==> config.mk <==
export PLATFORM = sky130hd
export DESIGN_NAME = first_fit_block_allocator
export DESIGN_NICKNAME = d
export VERILOG_FILES = /design/src/hw/rtl/ffba_pkg.sv /design/src/hw/rtl/ffba_ctrl.sv /design/src/hw/rtl/ffba_datapath.sv /design/src/hw/rtl/first_fit_block_allocator.sv
export SDC_FILE = /design/constraint.sdc
export NUM_CORES = 2
export LEC_CHECK = 0
export BUFFER_PORTS_ARGS = -buffer_cell sky130_fd_sc_hd__buf_2
export CORE_MARGIN = 2
export CORE_UTILIZATION = 30
export CTS_CLUSTER_DIAMETER = 30
export DETAILED_ROUTE_END_ITERATION = 8
export GPL_TIMING_DRIVEN = 0
export PLACE_DENSITY = 0.4
export SLEW_MARGIN = 10
export SYNTH_ARGS = -nofsm -noshare
export SYNTH_HDL_FRONTEND = slang
export SYNTH_SLANG_ARGS = --single-unit
export TNS_END_PERCENT = 100
==> constraint.sdc <==
create_clock -name i_clk -period 8 [get_ports i_clk]
set_input_delay 1.2 -clock i_clk [delete_from_list [all_inputs] [get_ports i_clk]]
set_output_delay 1.2 -clock i_clk [all_outputs]
set_load 0.01 [all_outputs]
==> src/hw/rtl/ffba_pkg.sv <==
`timescale 1ns / 1ps
`default_nettype none
// ----------------------------------------------------------------------------
// ffba_pkg
// Shared types, widths and defaults of the first-fit block allocator.
// ----------------------------------------------------------------------------
package ffba_pkg;

    localparam int POOL_BYTES_DEF   = 1024 * 1024;
    localparam int HEADER_BYTES_DEF = 24;
    localparam int MAX_BLOCKS_DEF   = 64;

    localparam int REQ_W    = 21;   // request size field
    localparam int ADDR_W   = 20;   // payload offset field
    localparam int STATUS_W = 3;
    localparam int OFF_W    = 21;   // pool offsets, 0 .. pool size

    typedef enum logic [STATUS_W-1:0] {
        ST_OK      = 3'd0,
        ST_NULL    = 3'd1,
        ST_OOM     = 3'd2,
        ST_FULL    = 3'd3,
        ST_UNKNOWN = 3'd4
    } t_status;

    typedef enum logic [4:0] {
        DP_NONE,
        DP_LOAD,
        DP_SET_NULL,
        DP_SET_UNKNOWN,
        DP_SCAN_READ,
        DP_SCAN_STEP,
        DP_ALLOC_HIT,
        DP_APPEND,
        DP_FREE_HIT,
        DP_NEXT_READ,
        DP_NEXT_MERGE,
        DP_PREV_READ,
        DP_PREV_MERGE,
        DP_MARK_FREE,
        DP_SHIFT_READ,
        DP_SHIFT_WRITE,
        DP_SHIFT_DONE
    } t_dp_op;

    typedef enum logic [3:0] {
        S_IDLE,
        S_START,
        S_SCAN_RD,
        S_SCAN_CHK,
        S_APPEND,
        S_NEXT_RD,
        S_NEXT_CHK,
        S_PREV_RD,
        S_PREV_CHK,
        S_MARK,
        S_SH_RD,
        S_SH_WR,
        S_RESULT
    } t_state;

    typedef struct packed {
        t_dp_op op;
        logic   emit;
    } t_dp_cmd;

    typedef struct packed {
        logic is_free;     // request is a free
        logic zero_req;    // allocate of zero bytes
        logic null_addr;   // free of address zero
        logic scan_end;    // pointer has reached the block count
        logic alloc_fit;   // entry read is free and large enough
        logic addr_match;  // entry read starts at the freed address
        logic rd_free;     // free mark of the entry read
        logic at_first;    // merge base is entry zero
        logic shift_done;  // nothing left to move down
        logic out_busy;    // output register holds a result not yet taken
    } t_dp_stat;

    typedef struct packed {
        logic              free;
        logic [ADDR_W-1:0] size;
    } t_entry;

endpackage
`default_nettype wire

==> src/hw/rtl/ffba_ctrl.sv <==
`timescale 1ns / 1ps
`default_nettype none
// ----------------------------------------------------------------------------
// ffba_ctrl
// Sequencer of the allocator: walks the block table and issues datapath
// commands for allocate, free, merge and table compaction.
// ----------------------------------------------------------------------------
module ffba_ctrl
    import ffba_pkg::*;
(
    input  wire logic     i_clk,
    input  wire logic     i_rst_n,
    input  wire logic     i_in_valid,
    output logic          o_in_ready,
    input  wire t_dp_stat i_stat,
    output t_dp_cmd       o_cmd
);

    t_state r_state;
    t_state n_state;

    always_ff @(posedge i_clk) begin
        if (!i_rst_n) begin
            r_state <= S_IDLE;
        end else begin
            r_state <= n_state;
        end
    end

    always_comb begin
        n_state    = r_state;
        o_cmd.op   = DP_NONE;
        o_cmd.emit = 1'b0;
        o_in_ready = (r_state == S_IDLE);
        case (r_state)
            S_IDLE: begin
                if (i_in_valid) begin
                    o_cmd.op = DP_LOAD;
                    n_state  = S_START;
                end
            end
            S_START: begin
                if (i_stat.zero_req || i_stat.null_addr) begin
                    o_cmd.op = DP_SET_NULL;
                    n_state  = S_RESULT;
                end else begin
                    n_state = S_SCAN_RD;
                end
            end
            S_SCAN_RD: begin
                if (i_stat.scan_end) begin
                    if (i_stat.is_free) begin
                        o_cmd.op = DP_SET_UNKNOWN;
                        n_state  = S_RESULT;
                    end else begin
                        n_state = S_APPEND;
                    end
                end else begin
                    o_cmd.op = DP_SCAN_READ;
                    n_state  = S_SCAN_CHK;
                end
            end
            S_SCAN_CHK: begin
                if (!i_stat.is_free && i_stat.alloc_fit) begin
                    o_cmd.op = DP_ALLOC_HIT;
                    n_state  = S_RESULT;
                end else if (i_stat.is_free && i_stat.addr_match) begin
                    o_cmd.op = DP_FREE_HIT;
                    n_state  = S_NEXT_RD;
                end else begin
                    o_cmd.op = DP_SCAN_STEP;
                    n_state  = S_SCAN_RD;
                end
            end
            S_APPEND: begin
                o_cmd.op = DP_APPEND;
                n_state  = S_RESULT;
            end
            S_NEXT_RD: begin
                if (i_stat.scan_end) begin
                    n_state = S_PREV_RD;
                end else begin
                    o_cmd.op = DP_NEXT_READ;
                    n_state  = S_NEXT_CHK;
                end
            end
            S_NEXT_CHK: begin
                if (i_stat.rd_free) begin
                    o_cmd.op = DP_NEXT_MERGE;
                end
                n_state = S_PREV_RD;
            end
            S_PREV_RD: begin
                if (i_stat.at_first) begin
                    n_state = S_MARK;
                end else begin
                    o_cmd.op = DP_PREV_READ;
                    n_state  = S_PREV_CHK;
                end
            end
            S_PREV_CHK: begin
                if (i_stat.rd_free) begin
                    o_cmd.op = DP_PREV_MERGE;
                end
                n_state = S_MARK;
            end
            S_MARK: begin
                o_cmd.op = DP_MARK_FREE;
                n_state  = S_SH_RD;
            end
            S_SH_RD: begin
                if (i_stat.shift_done) begin
                    o_cmd.op = DP_SHIFT_DONE;
                    n_state  = S_RESULT;
                end else begin
                    o_cmd.op = DP_SHIFT_READ;
                    n_state  = S_SH_WR;
                end
            end
            S_SH_WR: begin
                o_cmd.op = DP_SHIFT_WRITE;
                n_state  = S_SH_RD;
            end
            S_RESULT: begin
                // hold until the output register can take the result
                if (!i_stat.out_busy) begin
                    o_cmd.emit = 1'b1;
                    n_state    = S_IDLE;
                end
            end
            default: begin
                n_state = S_IDLE;
            end
        endcase
    end

endmodule
`default_nettype wire

==> src/hw/rtl/ffba_datapath.sv <==
`timescale 1ns / 1ps
`default_nettype none
// ----------------------------------------------------------------------------
// ffba_datapath
// Block table memory, scan pointer and offset, break, block count, merge
// registers and the output register of the allocator.
// ----------------------------------------------------------------------------
module ffba_datapath
    import ffba_pkg::*;
#(
    parameter int POOL_BYTES   = POOL_BYTES_DEF,
    parameter int HEADER_BYTES = HEADER_BYTES_DEF,
    parameter int MAX_BLOCKS   = MAX_BLOCKS_DEF
) (
    input  wire logic              i_clk,
    input  wire logic              i_rst_n,
    input  wire logic              i_operation,
    input  wire logic [REQ_W-1:0]  i_request_size,
    input  wire logic [ADDR_W-1:0] i_block_address,
    input  wire logic              i_out_ready,
    input  wire t_dp_cmd           i_cmd,
    output t_dp_stat               o_stat,
    output logic                   o_out_valid,
    output logic [STATUS_W-1:0]    o_status,
    output logic [ADDR_W-1:0]      o_result_address
);

    localparam int IDX_W = $clog2(MAX_BLOCKS);
    localparam int CNT_W = $clog2(MAX_BLOCKS + 1);
    localparam int SUM_W = REQ_W + 2;

    localparam logic [SUM_W-1:0] HDR_S  = SUM_W'(HEADER_BYTES);
    localparam logic [SUM_W-1:0] POOL_S = SUM_W'(POOL_BYTES);
    localparam logic [CNT_W-1:0] MAX_C  = CNT_W'(MAX_BLOCKS);

    t_entry r_mem [MAX_BLOCKS];
    t_entry r_rd;

    // request
    logic              r_op;
    logic [REQ_W-1:0]  r_size;
    logic [ADDR_W-1:0] r_addr;

    // table walk and pool state
    logic [CNT_W-1:0]  r_idx;
    logic [OFF_W-1:0]  r_offset;
    logic [CNT_W-1:0]  r_count;
    logic [OFF_W-1:0]  r_break;

    // merge
    logic [ADDR_W-1:0] r_acc;
    logic [IDX_W-1:0]  r_base;
    logic [1:0]        r_shift;

    // result and output register
    t_status           r_res_status;
    logic [ADDR_W-1:0] r_res_addr;
    logic              r_out_valid;
    t_status           r_out_status;
    logic [ADDR_W-1:0] r_out_addr;

    logic              rd_en;
    logic [IDX_W-1:0]  rd_addr;
    logic              wr_en;
    logic [IDX_W-1:0]  wr_addr;
    t_entry            wr_data;

    logic [SUM_W-1:0]  off_hdr;
    logic [SUM_W-1:0]  off_next;
    logic [SUM_W-1:0]  brk_hdr;
    logic [SUM_W-1:0]  brk_end;
    logic [SUM_W-1:0]  acc_next;
    logic [SUM_W-1:0]  acc_prev;
    logic [CNT_W:0]    shift_idx;
    logic              oom;
    logic              full;

    always_comb begin
        off_hdr   = SUM_W'(r_offset) + HDR_S;
        off_next  = off_hdr + SUM_W'(r_rd.size);
        brk_hdr   = SUM_W'(r_break) + HDR_S;
        brk_end   = brk_hdr + SUM_W'(r_size);
        acc_next  = SUM_W'(r_acc) + HDR_S + SUM_W'(r_rd.size);
        acc_prev  = SUM_W'(r_rd.size) + HDR_S + SUM_W'(r_acc);
        shift_idx = (CNT_W + 1)'(r_idx) + (CNT_W + 1)'(r_shift);
        oom       = brk_end > POOL_S;
        full      = r_count >= MAX_C;
    end

    always_comb begin
        o_stat.is_free    = r_op;
        o_stat.zero_req   = !r_op && (r_size == '0);
        o_stat.null_addr  = r_op && (r_addr == '0);
        o_stat.scan_end   = (r_idx == r_count);
        o_stat.alloc_fit  = r_rd.free && (REQ_W'(r_rd.size) >= r_size);
        o_stat.addr_match = (off_hdr == SUM_W'(r_addr));
        o_stat.rd_free    = r_rd.free;
        o_stat.at_first   = (r_base == '0);
        o_stat.shift_done = (r_shift == 2'd0) || (shift_idx >= (CNT_W + 1)'(r_count));
        o_stat.out_busy   = r_out_valid && !i_out_ready;
    end

    // memory port selection
    always_comb begin
        rd_en   = 1'b0;
        rd_addr = r_idx[IDX_W-1:0];
        wr_en   = 1'b0;
        wr_addr = r_idx[IDX_W-1:0];
        wr_data = r_rd;
        case (i_cmd.op)
            DP_SCAN_READ, DP_NEXT_READ: begin
                rd_en = 1'b1;
            end
            DP_PREV_READ: begin
                rd_en   = 1'b1;
                rd_addr = r_base - 1'b1;
            end
            DP_SHIFT_READ: begin
                rd_en   = 1'b1;
                rd_addr = shift_idx[IDX_W-1:0];
            end
            DP_ALLOC_HIT: begin
                wr_en        = 1'b1;
                wr_data.free = 1'b0;
                wr_data.size = r_rd.size;
            end
            DP_APPEND: begin
                wr_en        = !oom && !full;
                wr_addr      = r_count[IDX_W-1:0];
                wr_data.free = 1'b0;
                wr_data.size = r_size[ADDR_W-1:0];
            end
            DP_MARK_FREE: begin
                wr_en        = 1'b1;
                wr_addr      = r_base;
                wr_data.free = 1'b1;
                wr_data.size = r_acc;
            end
            DP_SHIFT_WRITE: begin
                wr_en = 1'b1;
            end
            default: begin
                rd_en = 1'b0;
            end
        endcase
    end

    always_ff @(posedge i_clk) begin
        if (wr_en) begin
            r_mem[wr_addr] <= wr_data;
        end
        if (rd_en) begin
            r_rd <= r_mem[rd_addr];
        end
    end

    // control state
    always_ff @(posedge i_clk) begin
        if (!i_rst_n) begin
            r_count <= '0;
            r_break <= '0;
        end else begin
            case (i_cmd.op)
                DP_APPEND: begin
                    if (!oom && !full) begin
                        r_count <= r_count + 1'b1;
                        r_break <= brk_end[OFF_W-1:0];
                    end
                end
                DP_SHIFT_DONE: begin
                    r_count <= r_count - CNT_W'(r_shift);
                end
                default: begin
                    r_count <= r_count;
                end
            endcase
        end
    end

    // request, walk and merge registers
    always_ff @(posedge i_clk) begin
        case (i_cmd.op)
            DP_LOAD: begin
                r_op     <= i_operation;
                r_size   <= i_request_size;
                r_addr   <= i_block_address;
                r_idx    <= '0;
                r_offset <= '0;
            end
            DP_SET_NULL: begin
                r_res_status <= ST_NULL;
                r_res_addr   <= '0;
            end
            DP_SET_UNKNOWN: begin
                r_res_status <= ST_UNKNOWN;
                r_res_addr   <= '0;
            end
            DP_SCAN_STEP: begin
                r_idx    <= r_idx + 1'b1;
                r_offset <= off_next[OFF_W-1:0];
            end
            DP_ALLOC_HIT: begin
                r_res_status <= ST_OK;
                r_res_addr   <= off_hdr[ADDR_W-1:0];
            end
            DP_APPEND: begin
                if (oom) begin
                    r_res_status <= ST_OOM;
                    r_res_addr   <= '0;
                end else if (full) begin
                    r_res_status <= ST_FULL;
                    r_res_addr   <= '0;
                end else begin
                    r_res_status <= ST_OK;
                    r_res_addr   <= brk_hdr[ADDR_W-1:0];
                end
            end
            DP_FREE_HIT: begin
                r_acc   <= r_rd.size;
                r_base  <= r_idx[IDX_W-1:0];
                r_shift <= 2'd0;
                r_idx   <= r_idx + 1'b1;
            end
            DP_NEXT_MERGE: begin
                r_acc   <= acc_next[ADDR_W-1:0];
                r_shift <= 2'd1;
            end
            DP_PREV_MERGE: begin
                r_acc   <= acc_prev[ADDR_W-1:0];
                r_base  <= r_base - 1'b1;
                r_shift <= r_shift + 1'b1;
            end
            DP_MARK_FREE: begin
                r_idx        <= CNT_W'(r_base) + 1'b1;
                r_res_status <= ST_OK;
                r_res_addr   <= '0;
            end
            DP_SHIFT_WRITE: begin
                r_idx <= r_idx + 1'b1;
            end
            default: begin
                r_idx <= r_idx;
            end
        endcase
    end

    // output register
    always_ff @(posedge i_clk) begin
        if (!i_rst_n) begin
            r_out_valid <= 1'b0;
        end else if (i_cmd.emit) begin
            r_out_valid <= 1'b1;
        end else if (i_out_ready) begin
            r_out_valid <= 1'b0;
        end
    end

    always_ff @(posedge i_clk) begin
        if (i_cmd.emit) begin
            r_out_status <= r_res_status;
            r_out_addr   <= r_res_addr;
        end
    end

    assign o_out_valid      = r_out_valid;
    assign o_status         = r_out_status;
    assign o_result_address = r_out_addr;

endmodule
`default_nettype wire

==> src/hw/rtl/first_fit_block_allocator.sv <==
`timescale 1ns / 1ps
`default_nettype none
// ----------------------------------------------------------------------------
// first_fit_block_allocator
// Use: one request enters on i_in_valid / o_in_ready (operation, request size,
// block address) and one result leaves on o_out_valid / i_out_ready (status,
// result address). A request is taken when valid and ready are both high.
// Table: the block table sits in a memory with separate read and write ports
// and a registered read, so each visited entry takes a read state and a
// check state. An allocate walks entries up to the first fit, a free up to
// and including its block and then moves entries down after a merge.
// Zero-size and null requests skip the walk. One request is worked at a
// time; the next one is taken as soon as the result sits in the output
// register.
// Reset: the table is empty and the break is zero; entries are only read
// below the block count, so no clearing pass runs and the block is ready in
// the first cycle after reset.
// Stall: a result waits in the output register while i_out_ready is low; a
// following request is still taken and worked, then holds until that
// register is free.
// ----------------------------------------------------------------------------
module first_fit_block_allocator
    import ffba_pkg::*;
#(
    parameter int POOL_BYTES   = POOL_BYTES_DEF,
    parameter int HEADER_BYTES = HEADER_BYTES_DEF,
    parameter int MAX_BLOCKS   = MAX_BLOCKS_DEF
) (
    input  wire logic              i_clk,
    input  wire logic              i_rst_n,
    input  wire logic              i_in_valid,
    output logic                   o_in_ready,
    input  wire logic              i_operation,
    input  wire logic [REQ_W-1:0]  i_request_size,
    input  wire logic [ADDR_W-1:0] i_block_address,
    output logic                   o_out_valid,
    input  wire logic              i_out_ready,
    output logic [STATUS_W-1:0]    o_status,
    output logic [ADDR_W-1:0]      o_result_address
);

    t_dp_cmd  w_cmd;
    t_dp_stat w_stat;

    // sequencer: walk, merge and compaction control
    ffba_ctrl u_ctrl (
        .i_clk      (i_clk),
        .i_rst_n    (i_rst_n),
        .i_in_valid (i_in_valid),
        .o_in_ready (o_in_ready),
        .i_stat     (w_stat),
        .o_cmd      (w_cmd)
    );

    // table memory, pool arithmetic and output register
    ffba_datapath #(
        .POOL_BYTES   (POOL_BYTES),
        .HEADER_BYTES (HEADER_BYTES),
        .MAX_BLOCKS   (MAX_BLOCKS)
    ) u_datapath (
        .i_clk            (i_clk),
        .i_rst_n          (i_rst_n),
        .i_operation      (i_operation),
        .i_request_size   (i_request_size),
        .i_block_address  (i_block_address),
        .i_out_ready      (i_out_ready),
        .i_cmd            (w_cmd),
        .o_stat           (w_stat),
        .o_out_valid      (o_out_valid),
        .o_status         (o_status),
        .o_result_address (o_result_address)
    );

    // a taken request always loads the datapath
    a_accept_loads : assert property (@(posedge i_clk) disable iff (!i_rst_n)
        (i_in_valid && o_in_ready) |-> (w_cmd.op == DP_LOAD))
        else $error("request taken without loading the datapath");

    // the sequencer is busy in the cycle after a request is taken
    a_busy_after_accept : assert property (@(posedge i_clk) disable iff (!i_rst_n)
        (i_in_valid && o_in_ready) |=> !o_in_ready)
        else $error("ready high right after a request was taken");

    // a result never overwrites one that has not been taken
    a_no_overwrite : assert property (@(posedge i_clk) disable iff (!i_rst_n)
        w_cmd.emit |-> !(o_out_valid && !i_out_ready))
        else $error("result emitted into a full output register");

    // results with a failing status report a zero address
    a_fail_zero_addr : assert property (@(posedge i_clk) disable iff (!i_rst_n)
        (o_out_valid && (o_status != ST_OK)) |-> (o_result_address == '0))
        else $error("non-zero address with a failing status");

endmodule
`default_nettype wire

# == Word level (Yosys, flattened, before mapping) ==
# Memories as Yosys holds them, arrays and structs flattened. A register that Yosys moved wholly into a read port is not among the register bits.
# Cells that the tools add are included.
# classes
n_reduce_logical,35
eq_ne,33
magnitude_cmp,4
addsub,15
mux,47
# ops
cell,count
$pmux W20 S3,2
$pmux W21 S3,1
$pmux W5 S12,1
$pmux W4 S12,1
$add A21 B5 Y22 const B,2
$mux W4,11
$pmux W21 S2,1
$add A20 B20 Y20,2
$add A20 B5 Y20 const B,2
$eq A5 B4 Y1 const B,8
$mux W20,2
$pmux W6 S2,3
$add A23 B21 Y23,1
$gt A23 B21 Y1 const B,1
$eq A22 B20 Y1,1
$add A21 B20 Y21,1
$ge A20 B21 Y1,1
$logic_not A21 Y1,1
$pmux W7 S3,1
$eq A4 B4 Y1 const B,5
$eq A5 B3 Y1 const B,4
$logic_not A20 Y1,1
$eq A4 B3 Y1 const B,4
$add A7 B1 Y7 const B,2
37 further kinds,75
# totals
out_inout_bits,25
ram_bits,1344
memories,1
input_bits,46
ff_bits,177
word_cells,151
# memory_table
name,words,width,rd,rd_ports_with_merged_regs,wr,line,rtl
u_datapath.r_mem,64,21,1,1,1,ffba_datapath.sv:36,t_entry r_mem [MAX_BLOCKS];

# == Depth between registers and ports, before layout ==
# logic_depth
word_depth,11
mapped_depth,23
ltp_nobuf,23

# == Modules after synthesis ==
# From an unflattened synthesis, not the netlist that was laid out.
# hier_totals
hier_cells,5501
area_unflattened_um2,66837.9
# modules_own_cells
module,area_per_inst_um2,seq_area_each_um2,n_inst,cells_per_inst
ffba_datapath,66243.5,45894.0,1,5416
ffba_ctrl,594.3,80.1,1,85

# == Worst setup path after synthesis ==
# OpenSTA, ideal clock, no wires.
# synth_timing
kind,register to register
start,register u_datapath.r_break[3]
end,memory u_datapath.r_mem[14][0] in the netlist's numbering (enable)
path_stages_with_launch,18
required_ps,7575
slack_ps,2276
arrival_time_ps,5299
cell_sequence,dfxtp_1 > inv_1 > ha_1 > nand3b_1 > nor3_1 > xor2_1 > ha_1 > and2_1 > nand3_1 > nor4_1 > a211oi_2 > a211o_1 > nor4_1 > o21ai_2 > nor4b_2 > o41ai_2 > buf_2 > nor3_1
# synth_between
elab_chain_len,8
# synth_rtl
element,line,rtl
from (decl),ffba_datapath.sv:48,logic [OFF_W-1:0] r_break;
from (signal assigned),ffba_datapath.sv:167,r_break <= brk_end[OFF_W-1:0];
$add A21 B5 Y22,ffba_datapath.sv:81,brk_hdr = SUM_W'(r_break) + HDR_S;
$add A23 B21 Y23,ffba_datapath.sv:82,brk_end = brk_hdr + SUM_W'(r_size);
$gt A23 B21 Y1,ffba_datapath.sv:86,oom = brk_end > POOL_S;
$logic_not A1 Y1,ffba_datapath.sv:128,wr_en = !oom && !full;
$logic_and A1 B1 Y1,ffba_datapath.sv:128,
$pmux W1 S2,ffba_datapath.sv:110,case (i_cmd.op)
$mux W1,ffba_datapath.sv:149,if (wr_en) begin
$mux W1 (not written as such),ffba_datapath.sv:150,r_mem[wr_addr] <= wr_data;
to (decl),ffba_datapath.sv:36,
# No other way between the ends.

# == Final worst setup path ==
# layout_timing
start,register u_datapath.r_idx[0]
end,"register, netlist name u_datapath.o_stat[3]"
# layout_between
elab_chain_len,8
word_cells_on_any_way,15
cone_classes,add/sub: 1; order compare: 1; eq/ne: 5; mux: 6; reduce/logical: 2
# layout_rtl
element,line,rtl
from (decl),ffba_datapath.sv:45,logic [CNT_W-1:0] r_idx;
from (signal assigned),ffba_datapath.sv:199,r_idx <= r_idx + 1'b1;
from (signal assigned),ffba_datapath.sv:222,r_idx <= r_idx + 1'b1;
from (signal assigned),ffba_datapath.sv:234,r_idx <= CNT_W'(r_base) + 1'b1;
$add A7 B2 Y8,ffba_datapath.sv:85,shift_idx = (CNT_W + 1)'(r_idx) + (CNT_W + 1)'(r_shift);
$ge A8 B7 Y1,ffba_datapath.sv:99,o_stat.shift_done = (r_shift == 2'd0) || (shift_idx >= (CNT_W + 1)'(r_count));
$logic_or A1 B1 Y1,ffba_datapath.sv:99,
$mux W5,ffba_ctrl.sv:112,if (i_stat.shift_done) begin
$pmux W5 S12,ffba_ctrl.sv:35,case (r_state)
$eq A5 B3 Y1 / $eq A5 B4 Y1 (equally long branches),ffba_datapath.sv:110,
$reduce_or A4 Y1 (no source line),-,
$mux W1,ffba_datapath.sv:110,
# Parallel ways exist; a longest one is shown, timed or not.
# A chain may end at the register's enable or synchronous reset.

==> reports/summary.txt <==
run status: completed
TritonCTS Sinks: 1542
synthesized area: 66300 µm²
Clock Pin Slew Worst Setup and Hold Paths: 0.04 ns
P&R area growth vs syn: 30.1%
Fin Clk Skew: 0.0780 ns
final hold viol count: 0
total wire length: 242 mm
Req. time, crit path: 8.75 ns
syn avg cell area: 12.6 µm²
max_cap viols: 0
Yosys warning total: 0
Max Freq: 133 MHz
layout filler cell count: 20800
reg2reg start: u_datapath.r_idx[0]$_SDFFCE_PN0P_
clock power share: 0.427
Main synth FF type: edfxtp_1
setup tns final: 0 ns
Seq/Total Area, Yosys: 0.693
Cell variety after synth: 79
fin cells: 9187
met2 Usage GRT: 0.334
1st-iter DRT viols: 4358
post-cts repair resize count: 0
Psw: 13.1 mW
worst vdd ir: 228 µV
drt pass-1 iters: 6
Min-Delay Path Class: in2reg
CTS tree: done
htree depth: 5
EDFF count, synth: 1509
Post-Route Utilization: 0.392
Worst-Margin Slew: 1.29 ns
crit-path max FO: 10
Crit path arrival time: 8.26 ns
CTS root buf: clkbuf_16
clk_lat worst skew: 0.96 ns
placed instance area: 72700 µm²
Synth area leader: edfxtp_1
startpoint types: register
relative slew slack: 0.142
worst r2r path cells: 15
Sequential Power Share: 0.288
Starting Density: 0.302
height of the die: 474 µm
Comb pwr share: 0.285
Power, Total: 37.2 mW
vias per cell: 5.07
WL/cell: 26.4 µm
gpl congestion: 0.930
flops & latches, synth: 1542
initial antenna violation count: 12
M1 GR Usage: 0.285
Sw Ratio: 0.351
hold path cells: 1
Die W: 474 µm
Hold EP: u_datapath.r_size[10]$_DFFE_PP_
Overall Global Routing Usage: 0.213
PortBufs: 69
Cells after Synth: 5248
syn_nets: 5417
core area: 220000 µm²
FF-to-FF setup slack: 0.48 ns
Detail Placement HPWL: 174 mm
PD cells: 432 nW/µm²
row count: 172
Finished Cell Area: 86200 µm²
DR vias: 46600
critical path class: reg2reg
largest net degree at the start of global routing: 65
buffers from clock root to sink, at most: 4
Tcrit/Tclk final: 0.940
Crit. End Element: register
dpl cells: 8449
first-pass GRT wire length: 342 mm
min Tclk post-route: 7.52 ns
fraction of layout cells with a size suffix above 1: 0.162
GR peak layer: met2
hold_sp: i_request_size[10]
Int Power: 24.1 mW
Synth area leaders: edfxtp_1, nand2_1, nand3_1, ha_1, a32oi_1
routing usage on met3: 0.0413
Post-CTS Setup Inserts: 0
Net count, final: 6073
drt drc: 0
most common cell in the netlist: edfxtp_1
vias in the first global route: 46200
Die Area: 225000 µm²
Pins Over Slew Limit: 0
P_leak: 30.3 nW
Async SR Flop Fraction: 0
Ports: 71
Yosys top cell area share: 0.683
RSZ-0062 raised after global routing: false
antenna-violating nets left: 0
RR Endpoint: u_datapath.o_stat[3]$_DFFE_PP_
Hold Buf Count CTS: 0
GRT Residual Overflow: 0
Post-synth top cells: edfxtp_1, nand2_1, nand3_1
Setup violations, final: 0
Num CTS Buffers: 411
-- metal layers --
| metal | vias up | part of all wire |
|---|---|---|
| met4 | 0 | 0.042 |
| met1 | 23400 | 0.44 |
| met5 | - | 0 |
| met2 | 1568 | 0.46 |
| li1 | 21200 | - |
| met3 | 410 | 0.059 |
-- placed cells by master (no fill, tap or decap), types with 33 or more instances in the layout --
cell type / synthesis / routed
mux2i_1: 87 / 87
a32oi_1: 107 / 107
ha_1: 118 / 118
buf_4: 0 / 107
clkinvlp_4: 0 / 37
a31oi_1: 60 / 58
nand2_1: 1220 / 1202
buf_6: 0 / 39
a21oi_1: 132 / 132
clkbuf_1: 242 / 302
xnor2_1: 66 / 66
nor3_1: 98 / 34
clkinv_2: 0 / 64
edfxtp_1: 1509 / 1509
nor2_1: 110 / 108
nand4_1: 141 / 141
and3_1: 80 / 80
clkbuf_16: 0 / 418
o21ai_0: 84 / 84
clkinv_1: 0 / 73
bufinv_16: 0 / 52
buf_2: 53 / 122
dfxtp_1: 33 / 33
xor2_1: 55 / 55
nor3_2: 1 / 65
nand3_1: 452 / 452
inv_1: 99 / 98
a211oi_1: 74 / 74
-- state kept, by name (all words and copies together) (netlist names) --
signal                       flops
u_datapath.r_idx                 7
u_ctrl.r_state                   4
u_datapath.r_addr               20
u_datapath.r_op                  1
u_datapath.r_count               7
u_datapath.r_shift               2
u_datapath.o_status              3
u_datapath.r_offset             21
u_datapath.r_res_status          3
u_datapath.r_break              21
u_datapath.o_stat                1
u_datapath.r_size               21
u_datapath.o_result_address     20
u_datapath.o_out_valid           1
u_datapath.r_rd                 20
u_datapath.r_res_addr           20
u_datapath.r_base                6
u_datapath.r_acc                20
u_datapath.r_mem              1344
-- cell type report --
type,count,area [µm²],share of cell area
flip-flops and latches,1542,46000,0.533
clock inverters,245,2680,0.0311
clock buffers,484,10800,0.125
inverters,99,372,0.00431
plain buffers,317,1260,0.0146
diodes,9,22.5,0.000261
well taps,2958,3700,0.0429
multi-input cells,3290,19300,0.223
repair buffers,243,2210,0.0256
-- critical path: stages (launching register included) --
cell and delay [ns]:
edfxtp_1 0.56, ha_1 0.30, fa_1 0.48, nand3_1 0.23, nor2_1 0.09, xor2_1 0.15
ha_1 0.22, or4_1 0.64, o211ai_1 0.98, nand2_1 0.19, clkbuf_1 0.59, nor2_2 0.84
clkbuf_1 0.78, nand3_1 0.38, nand4_1 0.48, and4_1 0.42
-- stage by stage --
step	worst slack, ns	hold slack, ns
4_1_cts	0.570	0.336
3_5_place_dp	0.572	0.405
6_report	0.484	0.410
2_1_floorplan	2.28	0.400
3_3_place_gp	-3.85	0.406
5_1_grt	0.218	0.366
-- worst max path at each step --
stage | start | endpoint | slack, ns
after CTS | u_datapath.r_idx[0]$_SDFFCE_PN0P_ | u_datapath.o_stat[3]$_DFFE_PP_ | 0.57
final | u_datapath.r_idx[0]$_SDFFCE_PN0P_ | u_datapath.o_stat[3]$_DFFE_PP_ | 0.48
after detailed placement | u_datapath.r_idx[0]$_SDFFCE_PN0P_ | u_datapath.o_stat[3]$_DFFE_PP_ | 0.57
after global routing | u_datapath.r_idx[0]$_SDFFCE_PN0P_ | u_datapath.o_stat[3]$_DFFE_PP_ | 0.22
after floorplan | u_datapath.r_break[3]$_SDFFE_PN0P_ | u_datapath.r_mem[14][0]$_DFFE_PP_ | 2.28
after global placement | u_datapath.r_size[1]$_DFFE_PP_ | u_datapath.r_mem[16][20]$_DFFE_PP_ | -3.85
-- power by group through the flow --
stage	logic, mW	registers (mW)	clock network (mW)
global route	11.4	10.7	16.6
floorplan	5.41	10.7	0
CTS	10.7	10.7	16.1
global placement	10.0	11.2	0
finish	10.6	10.7	15.9
detailed placement	10.6	10.8	0
-- logic make-up after synthesis --
kind of cell / share of synthesized area
and+or+nand+nor: 0.157
DFF: 0.693
muxes: 0.0140
buffers and inverters: 0.0246
AOI/OAI and AO/OA: 0.0718
adders and majority gates: 0.0238
xor gates and xnor gates: 0.0160
(Power assumes the default switching activity.)
